## src/rtl/core/esg_pkg.sv

```systemverilog
// ----------------------------------------------------------------------------
// esg_pkg: shared types and constants of the edge spring energy block
// Field widths, command and status codes, and the divider control group.
// ----------------------------------------------------------------------------
package esg_pkg;

  localparam int POS_W    = 32;
  localparam int IDX_W    = 10;
  localparam int GRAD_W   = 48;
  localparam int ENERGY_W = 63;
  // Edge length and stretch magnitude both stay below 2^34.
  localparam int LEN_W    = 34;
  localparam int DVD_W    = 66;

  localparam logic [ENERGY_W-1:0] ENERGY_MAX = {ENERGY_W{1'b1}};
  localparam logic [GRAD_W-1:0]   GRAD_MAX   = {1'b0, {(GRAD_W-1){1'b1}}};
  localparam logic [GRAD_W-1:0]   GRAD_MIN   = {1'b1, {(GRAD_W-1){1'b0}}};

  typedef enum logic [1:0] {
    CMD_CLEAR = 2'd0,
    CMD_ADD   = 2'd1,
    CMD_READ  = 2'd2,
    CMD_NOP   = 2'd3
  } cmd_t;

  localparam logic [1:0] STAT_OK   = 2'd0;
  localparam logic [1:0] STAT_ZERO = 2'd1;
  localparam logic [1:0] STAT_SAT  = 2'd2;

  typedef struct packed {
    logic load;
    logic step;
  } div_ctrl_t;

endpackage

```

## src/rtl/core/esg_div.sv

```systemverilog
// ----------------------------------------------------------------------------
// esg_div: radix-2 restoring divider lane
// Divides a 66-bit dividend whose quotient fits in 34 bits, one bit a cycle while step is high.
// ----------------------------------------------------------------------------
module esg_div import esg_pkg::*; (
  input  logic              clk,
  input  div_ctrl_t         ctrl,
  input  logic [DVD_W-1:0]  dividend,
  input  logic [LEN_W-1:0]  divisor,
  output logic [LEN_W-1:0]  quot
);

  logic [LEN_W-1:0] rem;
  logic [LEN_W-1:0] shr;
  logic [LEN_W:0]   trial;
  logic [LEN_W:0]   diff;
  logic             fits;

  assign trial = {rem, shr[LEN_W-1]};
  assign diff  = trial - {1'b0, divisor};
  assign fits  = trial >= {1'b0, divisor};

  // The dividend's upper part is already below the divisor, so only the
  // low bits produce quotient bits; they shift in behind the dividend.
  always_ff @(posedge clk) begin
    if (ctrl.load) begin
      rem <= LEN_W'(dividend[DVD_W-1:LEN_W]);
      shr <= dividend[LEN_W-1:0];
    end else if (ctrl.step) begin
      rem <= fits ? diff[LEN_W-1:0] : trial[LEN_W-1:0];
      shr <= {shr[LEN_W-2:0], fits};
    end
  end

  assign quot = shr;

endmodule

```

## config.mk

```make
export PLATFORM = sky130hd
export DESIGN_NAME = esg_div
export DESIGN_NICKNAME = d
export VERILOG_FILES = /design/src/rtl/core/esg_pkg.sv /design/src/rtl/core/esg_div.sv
export SDC_FILE = /design/constraint.sdc
export NUM_CORES = 1
export LEC_CHECK = 0
export ABC_AREA = 0
export ABC_CLOCK_PERIOD_IN_PS = 8400
export BUFFER_PORTS_ARGS = -buffer_cell sky130_fd_sc_hd__clkbuf_2
export CORE_MARGIN = 10
export CORE_UTILIZATION = 40
export CTS_CLUSTER_DIAMETER = 100
export DETAILED_ROUTE_END_ITERATION = 6
export PLACE_DENSITY = 0.63
export SETUP_SLACK_MARGIN = 0.5
export SLEW_MARGIN = 20
export SYNTH_ARGS = -nofsm -noshare
export SYNTH_HDL_FRONTEND = slang
export SYNTH_SLANG_ARGS = --single-unit
```

## constraint.sdc

```tcl
create_clock -name clk -period 8.4 [get_ports clk]
set_input_delay 1.26 -clock clk [delete_from_list [all_inputs] [get_ports clk]]
set_output_delay 1.26 -clock clk [all_outputs]
set_load 0.05 [all_outputs]
```

Yosys cells after proc, flatten, opt, wreduce, memory -nomap -nowiden
Index checks and enable logic that the tools add are counted.
Storage, ports and cells
  flip-flop bits (word level): 68
  output and inout port bits: 34
Operators by class
  add/subtract/negate cells: 1
  order comparisons: 1
  muxes and demuxes: 5
  reduce and logical (&&, ||, !) cells: 1
Operator list (count)
  two-way mux 34 bit: 3
  two-way mux 32 bit: 2
  greater-or-equal comparator 35 x 34 -> 1 bit: 1
  subtractor 34 bit: 1
  nonzero test 2 bit: 1

Logic depth before layout (Yosys ltp)
Gate-level depths: netlist (run 1).
  depth in word-level cells: 4
  mapped depth: 14

Worst setup path after synthesis (run 1)
Ideal clock, no wire load.
  path type: input to register
  start point: input divisor[30]
  end point: register rem[17] (data pin)
  arrival: 3.441 ns
  slack: 4.688 ns
  stages: 14
  buffers on the path: 4
  path through: inv_1 -> ha_1 -> buf_4 -> nand4_1 -> or3_1 -> nor4_1 -> nand4_1 -> and4_1 -> o31a_1 -> buf_6 -> buf_6 -> buf_6 -> a211oi_1 -> a21oi_1
On the way
  longest elaborated chain between the ends: 4
Ends and longest elaborated chain
  from (decl): RTL line esg_div.sv:9  | input logic [LEN_W-1:0] divisor,
  greater-or-equal comparator 35 x 34 -> 1 bit: RTL line esg_div.sv:21  | assign fits = trial >= {1'b0, divisor};
  two-way mux 34 bit: RTL line esg_div.sv:30  | rem <= fits ? diff[LEN_W-1:0] : trial[LEN_W-1:0];
  two-way mux 32 bit: RTL line esg_div.sv:29  | end else if (ctrl.step) begin
  two-way mux 32 bit: RTL line esg_div.sv:26  | if (ctrl.load) begin
  to (signal assigned): RTL line esg_div.sv:27  | rem <= LEN_W'(dividend[DVD_W-1:LEN_W]);
  to (signal assigned): RTL line esg_div.sv:30
  to (decl): RTL line esg_div.sv:13  | logic [LEN_W-1:0] rem;
No other way between the ends. The select of a mux whose other input is x is not followed.
A chain may end at the register's enable or synchronous reset.

Worst setup path in the final report (run 1)
  start point: input divisor[12]
  end point: register rem[4] (data pin)
The elaborated chain is that of the path after synthesis.

==> metrics, run 1 <==
sequential area share after synthesis=0.388; M3 GR Usage=0.0672; PortBufs=136; hold crit path type=flip-flop to flip-flop; switching share of power=0.395; clk_skew=0.0108 ns; synth cell count leaders=66 x edfxtp_1, 54 x a21oi_1, 54 x inv_1; cell taking the most area after synthesis=edfxtp_1; Post-synth EDFFs=66; fill count=1240; Setup WS post-layout=4.31 ns; Hold Fails Final Rpt=0; Global Route Usage Sum=0.157; Syn Area/Cell=around 9.4 um2; count leader, synth=edfxtp_1; Diodes inserted=0; post-detail-place hpwl=10700 um; net switching power=649 uW; CTS tree=built; top_reg_cell synth=edfxtp_1; Worst EP required=around 8.5 ns; share of layout cells above drive strength 1=0.289; Synth area leaders=edfxtp_1 38%, mux2_2 8.2%, ha_1 8.2%; Final Critical Period=4.09 ns; period utilization=0.487; Initial Utilization=0.411; Setup TNS Final=0 ns; DRC=0; Leakage=2.81 nW; RSZ-0062 raised after global routing=no; GP Congestion=0.852; CTS Hold Buffers Added=0; Die Y-Extent=roughly 130 um; Reg clk slew, reported paths=0.06 ns; Top Usage Layer GRT=met2; run status=completed; pin count of the biggest net entering global routing=77; Peak Freq=0.245 GHz; Register Area=0.00202 mm2; internal power=993 uW; Synth cell types=53; Final Max Slew Viols=0; first-pass GRT wire length=23100 um; CTS Buf Count=9; drt total wl=14100 um; CTS Buffer Depth=2; peak supply drop=approximately 0.00013 V; DIE AREA=approximately 0.018 mm2; worst-path fanout max=37; CP Class=input port to flip-flop; Worst-Skew Late Latency=0.35 ns; num rows=41; I/O Pins=137; Vias/cell=5.33; remaining antenna violation count=0; GRT overflow=0; Synth Register Bits=68; startpoint types=input port; met2 GRT Util=0.242; vias post-DR=4566; crit path DAT=a little over 4 ns; register share of total power=0.303; CTS Root Cell=clkbuf_16; ys async rst share=0; Resize count post-CTS=0; CTS Sinks=slightly below 70; grt met1 use=0.188; final-report setup violation count=0; Synth top area share=0.381; Area Overhead vs Synth=21.0%; clock network fraction of total power=0.235; max-cap check violation count=0; synthesis warning total=0; fin nets=818; worst-margin pin slew=1.08 ns; TritonRoute pass-1 iters=4; vias in the first global route=~4800; CTS HTree Levels=3; pwr dens=261 mW/mm2; Wirelength per Cell=16.5 um; postcts setup bufs=0; Syn Nets=693; critical path endpoint category=flip-flop; antenna violations before repair=0; Die W=134 um; pre-CTS setup slack=3.95 ns; Multi-input gate area=about 0.0029 mm2; Initial DRC Count=197; Core ar.=0.0127 mm2; Comb pwr share=0.462; final hold slack=0.509 ns; Relative slew margins=0.277; Mapped Area=0.00521 mm2; Mapped Cells=555
routing by layer:
metal / vias to the layer above / routed length (um)
met5: - / 0
met4: 0 / 322
met3: 18 / 1350
met2: 161 / 6110
met1: 2103 / 6320
li1: 2284 / -
layout by cell type, fill, tap and decap left out, drive strengths merged, types with 3 or more instances in the layout:
cell and instances:
a211oi 20, a21boi 3, a21o 12, a21oi 54
a221oi 3, and2 6, and3 4, buf 3
clkbuf 145, clkinv 6, edfxtp 66, ha 34
inv 54, mux2 38, mux2i 3, nand2 48
nand2b 7, nand3 5, nand4 6, nor2 35
nor2b 5, nor3 9, nor3b 5, nor4 3
o211ai 8, o21a 13, o21ai 31, o21bai 5
xnor2 17, xor2 8
state kept, by name, summed over array words and instances (netlist names):
name,cells
quot,34
rem,34
cell type report:
type / count / share of cell area
clock inverter: 7 / 0.0119
multi-input combinational: 408 / 0.453
clock buffer: 9 / 0.0358
tap: 172 / 0.0342
sequential: 68 / 0.321
inverter: 54 / 0.0322
timing repair buffer: 139 / 0.112
cell families (layout without fill, tap and decap cells):
| group | count (synthesis) | count (layout) | share of synthesized area |
|---|---|---|---|
| AND/OR/NAND/NOR | 140 | 140 | 0.128 |
| adder cells (fa/ha/maj) | 35 | 35 | 0.0856 |
| buffers and inverters | 79 | 209 | 0.0634 |
| multiplexers | 41 | 41 | 0.0880 |
| AO/OA/AOI/OAI | 167 | 167 | 0.204 |
| XOR/XNOR | 25 | 25 | 0.0421 |
| flip-flops | 68 | 68 | 0.388 |
per-stage QoR:
stage / area, um2 / std cells / util / power (mW)
2_1_floorplan: 5210 / 555 / - / 1.11
3_3_place_gp: 6000 / 841 / 0.473 / 1.24
3_5_place_dp: 6000 / 841 / 0.473 / 1.26
4_1_cts: 6300 / 857 / 0.497 / 1.65
5_1_grt: 6300 / 857 / 0.497 / 1.76
6_report: 6300 / 857 / 0.497 / 1.64
worst max-delay path: stages:
cell and delay, ns:
clkbuf_2 0.08, inv_1 0.04, ha_1 0.37, a21oi_1 0.31, o211ai_1 0.15, a211oi_1 0.26, o211ai_1 0.12, nand2_1 0.13
o31a_2 0.55, buf_4 0.45, nor2_1 0.09, a211oi_1 0.23, a21oi_1 0.08
power by group through the flow:
stage               clock network (mW)  logic, mW  registers (mW)
detailed placement                   0      0.754           0.502
floorplan                            0      0.552           0.554
CTS                              0.396      0.758           0.497
global route                     0.407      0.844           0.506
finish                           0.386      0.759           0.497
global placement                     0      0.743           0.500
worst paths after layout:
kind / start / endpoint / cells after the start / slack [ns]
setup / recovery: divisor[12] / rem[4]$_DFFE_PP_ / 13 / 4.31
hold reg to reg: rem[32]$_SDFFE_PP0P_ / rem[32]$_SDFFE_PP0P_ / 2 / 0.51
setup reg to reg: rem[27]$_DFFE_PP_ / rem[31]$_DFFE_PP_ / 10 / 4.94
hold / removal: rem[32]$_SDFFE_PP0P_ / rem[32]$_SDFFE_PP0P_ / 2 / 0.51
(Power assumes the default switching activity.)
==> run 2: changes to the inputs <==
- ABC_CLOCK_PERIOD_IN_PS: 8400 -> 3400
- PLACE_DENSITY: 0.63 -> 0.66
- clock period: 8.4 -> 3.4 ns (I/O delays scaled with it)
==> run 2 against run 1 <==
Against the previous run:
- critical path depth decreased by 2
- combinational power increased to 3.1 times the previous value
- clock skew decreased by 0.0051 ns
- register-to-register slack got worse by 4.3 ns
- sequential cell count unchanged
- hold slack got worse by 0.072 ns
- global-route usage increased by 0.92 points
- count of clock-buffer cells in the layout unchanged
- critical path type is now flip-flop to flip-flop
- largest cell class unchanged
- highest routed layer unchanged
==> metrics, run 2 (synthesis gave the netlist of run 1 again) <==
run status=completed; crit path DAT=around 2.9 ns; CP endpoint=rem[13]$_DFFE_PP_; Die Y-Extent=between 100 and 150 um; CTS Hold Buffers Added=0; final-report setup violation count=0; Hold Fails Final Rpt=0; TritonRoute pass-1 iters=5; Final Critical Period=2.77 ns; share of layout cells above drive strength 1=0.386; pin count of the biggest net entering global routing=between 40 and 50; antenna violations before repair=0; Area Overhead vs Synth=32.9%; Reg clk slew, reported paths=roughly 0.06 ns; Vias/cell=5.41; CTS tree=built; first-pass GRT wire length=24300 um; grt met1 use=0.186; num rows=41; Peak Freq=0.361 GHz; I/O Pins=around 140; M3 GR Usage=0.0773; pwr dens=657 mW/mm2; CP Class=flip-flop to flip-flop; r2r worst-path depth=11; GP Congestion=0.856; Core ar.=0.0127 mm2; drt total wl=15400 um; Final Util=0.546; total power draw=4.54 mW; post-place instance area=0.00610 mm2; Global Route Usage Sum=0.166; CTS Buffer Depth=2; vias in the first global route=4952; RR Startpoint=rem[3]$_DFFE_PP_; most common cell after layout, fill and taps aside=clkbuf_2; startpoint types=flip-flop; CTS Buf Count=9; GRT overflow=0; Setup crit start=rem[3]$_DFFE_PP_; pre-CTS setup slack=0.113 ns; Setup WS post-layout=0.626 ns; Setup TNS Final=0 ns; CTS Sinks=68; vias post-DR=4765; Relative slew margins=0.576; Final Max Slew Viols=0; CTS Root Cell=clkbuf_16; Top Usage Layer GRT=met2; worst-margin pin slew=0.636 ns; Diodes inserted=0; clk_skew=approximately 0.0057 ns; r2r setup slk=0.63 ns; Leakage=2.98 nW; peak supply drop=0.000353 V; worst-path fanout max=18; max-cap check violation count=0; critical path endpoint category=flip-flop; RSZ-0062 raised after global routing=no; DRC=0; remaining antenna violation count=0; most frequent cells in the layout=136 x clkbuf_2, 66 x edfxtp_1, 54 x inv_1; met2 GRT Util=0.268; FF-to-FF End=rem[13]$_DFFE_PP_; fin nets=between 800 and 900; post-detail-place hpwl=11300 um; Worst-Skew Late Latency=~0.34 ns; Initial DRC Count=242; Initial Utilization=0.411; CTS HTree Levels=3; DIE AREA=0.0180 mm2; period utilization=0.816; Wirelength per Cell=17.5 um; design area=0.00692 mm2; hold crit path type=input port to flip-flop; Die W=134 um; Worst EP required=3.50 ns; PortBufs=136
[run 2: cell types whose count changed in the layout (fill, tap and decap cells not counted), sizes merged]
cell / previous run / this run
clkbuf: 145 / 146
o31a: 1 / 2
clkinvlp: 0 / 2
clkinv: 6 / 3
inv: 54 / 55
buf: 3 / 24
[run 2: worst min path at each step]
stage,from,to,slack [ns],cells past startpoint
6_report,dividend[63],rem[29]$_DFFE_PP_,0.44,2
5_1_grt,ctrl[0],rem[32]$_SDFFE_PP0P_,0.44,2
4_1_cts,ctrl[0],rem[32]$_SDFFE_PP0P_,0.43,2
3_5_place_dp,rem[32]$_SDFFE_PP0P_,rem[32]$_SDFFE_PP0P_,0.52,2
3_3_place_gp,rem[32]$_SDFFE_PP0P_,rem[32]$_SDFFE_PP0P_,0.49,2
2_1_floorplan,rem[32]$_SDFFE_PP0P_,rem[32]$_SDFFE_PP0P_,0.48,2
[run 2: report_power, final]
part	switching (mW)	leakage, nW	internal, mW
sequential	0.122	0.685	1.13
clock	0.403	0.142	0.572
combinational	1.27	2.15	1.05
[run 2: cell type report]
class	count	area [um2]
Sequential cell	68	2020
Clock inverter	7	76.3
Inverter	54	203
Timing Repair Buffer	161	911
Tap cell	172	215
Multi-Input combinational cell	409	3270
Fill cell	1151	5750
Clock buffer	9	225
[run 2: metrics by stage]
step	hold slack, ns	std cells
6_report	0.438	880
5_1_grt	0.444	880
4_1_cts	0.426	864
3_5_place_dp	0.518	848
3_3_place_gp	0.492	848
2_1_floorplan	0.479	555
[run 2: per-layer routing]
layer / wire length, um / up-vias
li1: - / 2332
met1: 6390 / 2252
met2: 7130 / 158
met3: 1530 / 23
met4: 304 / 0
met5: 0 / -
[run 2: critical path: stages, from the launching register on]
cell and delay [ns]:
edfxtp_1 0.44, ha_4 0.32, nand2_1 0.09, a211oi_2 0.27, o21ai_2 0.12, o211ai_1 0.22
nand2_2 0.12, o31a_4 0.36, buf_12 0.18, nand2_1 0.06, o21ai_0 0.07, mux2_2 0.26
[run 2: timing repair]
| action | 4_1_cts | 5_1_grt |
|---|---|---|
| endpoints found under the setup margin | 33 | 33 |
| resized for setup | 14 | 52 |
| gates cloned | 0 | 2 |
| setup buffers | 0 | 14 |
| pin swaps | 0 | 13 |
==> run 3: changes to the inputs <==
- ABC_CLOCK_PERIOD_IN_PS: 3400 -> 2700
- PLACE_DENSITY: 0.66 -> 0.63
- clock period: 3.4 -> 2.7 ns (I/O delays scaled with it)
==> run 3 against run 2 <==
Against the previous run:
- count of clock-buffer cells in the layout is the same
- sequential cell count is the same
- critical endpoint is now rem[1]$_DFFE_PP_
- cell count rose by 14%
- largest cell class unchanged
- sequential power grew 27%
- the run now ends with setup timing left
- maximum frequency rose by 1.4%
- hold slack worse by 0.10 ns
- global-route usage rose by 1.2 points
- register-to-register slack lost 0.66 ns
- critical path type unchanged
- power up 56%
- clock skew increased by 0.0056 ns
==> metrics, run 3 (synthesis gave the netlist of run 1 again) <==
run status=finished with violations; failing checks=setup timing; Placed Cells=between 900 and 1000; Die Y-Extent=134 um; hold crit path type=input port to flip-flop; drt total wl=roughly 17000 um; remaining antenna violation count=0; DR WL met3=between 1000 and 1500 um; GRT overflow=0; CTS Buf Count=9; pwr dens=between 800 and 900 mW/mm2; DIE AREA=0.0180 mm2; Core ar.=0.0127 mm2; CTS tree=built; first-pass GRT wire length=26500 um; Wirelength per Cell=about 17 um; Reg clk slew, reported paths=0.07 ns; CTS Root Cell=clkbuf_16; Final Max Slew Viols=0; Met2 Routed Length=8230 um; RSZ-0062 raised after global routing=yes; CTS HTree Levels=3; Worst-Skew Late Latency=roughly 0.34 ns; most frequent cells in the layout=135 x clkbuf_2, 123 x buf_4, 66 x edfxtp_1; fin cells=1000; startpoint types=flip-flop; Initial DRC Count=275; Leakage=3.75 nW; max-cap check violation count=0; Initial Utilization=0.411; Relative slew margins=0.638; period utilization=1.01; pin count of the biggest net entering global routing=42; post-detail-place hpwl=11900 um; PortBufs=136; vias post-DR=5192; pre-CTS setup slack=-0.383 ns; Worst path top cell family by delay=compound AO/OA/AOI/OAI gates; clk_skew=0.0113 ns; CTS Sinks=68; Global Route Usage Sum=0.178; most common cell after layout, fill and taps aside=clkbuf_2; CP Class=flip-flop to flip-flop; Area Overhead vs Synth=61.1%; routed length on met1=7280 um; CP Cell Sequence=ha_4 -> buf_4 -> a21oi_1 -> o21a_1 -> nor2_1 -> a21oi_1 -> and4_4 -> o31a_4 -> buf_12 -> buf_16 -> buf_4 -> o21ai_2 -> mux2_4; DRC=0; Worst EP required=2.79 ns; Diodes inserted=0; Peak Freq=approximately 0.37 GHz; I/O Pins=approximately 140; Final Critical Period=between 2 and 3 ns; Setup WS post-layout=-0.0365 ns; TritonRoute pass-1 iters=4; share of layout cells above drive strength 1=0.552; CTS Buffer Depth=2; worst-margin pin slew=between 0.5 and 0.6 ns; critical path endpoint category=flip-flop; num rows=41; CP peak stage delay=0.43 ns; CP bufs+invs=4; CP max stage cell=edfxtp_1; vias in the first global route=~5500; Hold Fails Final Rpt=0; Die W=134 um; Vias/cell=5.19; worst-path fanout max=8; final hold slack=between 0.3 and 0.4 ns; crit path DAT=between 2 and 3 ns; antenna violations before repair=0; highest metal used=met4; GP Congestion=0.895; final-report setup violation count=11; peak supply drop=0.000546 V; total power draw=a little over 7 mW; fin nets=961
run 3: path summary, 6_finish.rpt:
kind	to	from	slack, ns	depth (start not counted)
worst max-delay path	rem[1]$_DFFE_PP_	rem[29]$_DFFE_PP_	-0.04	13
worst min register to register	rem[32]$_SDFFE_PP0P_	rem[32]$_SDFFE_PP0P_	0.52	2
worst min-delay path	rem[15]$_DFFE_PP_	dividend[49]	0.33	2
worst max register to register	rem[1]$_DFFE_PP_	rem[29]$_DFFE_PP_	-0.04	13
run 3: area by class of cell:
class                           instances  area [um2]
Tap cell                              172         215
Inverter                               54         203
Clock buffer                            9         225
Multi-Input combinational cell        409        3700
Sequential cell                        68        2020
Fill cell                             986        4290
Clock inverter                          7        75.1
Timing Repair Buffer                  281        1950
run 3: report_power, final:
| group | leakage [nW] | switching, mW | internal, mW | total, mW |
|---|---|---|---|---|
| logic | 2.91 | 2.08 | 2.19 | 4.27 |
| clock network | 0.150 | 0.507 | 0.722 | 1.23 |
| registers | 0.685 | 0.161 | 1.43 | 1.59 |
run 3: layer usage:
metal,GRT usage,up-vias
li1,-,2573
met1,0.208,2450
met2,0.303,153
met3,0.0568,16
met4,0.0562,0
met5,0,-
run 3: what timing repair did:
action	4_1_cts	5_1_grt
setup endpoints to repair	35	35
pin swaps	36	39
cloned	2	2
buffers inserted	12	22
hold buffers	0	0
resized for setup	97	55
run 3: per-stage QoR:
step | TNS [ns] | instance area [um2] | utilization
6_report | -0.315 | 8390 | 0.662
4_1_cts | -0.00850 | 7900 | 0.623
3_5_place_dp | -9.17 | 6940 | 0.548
5_1_grt | -3.97 | 8390 | 0.662
2_1_floorplan | -2.53 | 5320 | -
3_3_place_gp | -7.86 | 6940 | 0.548
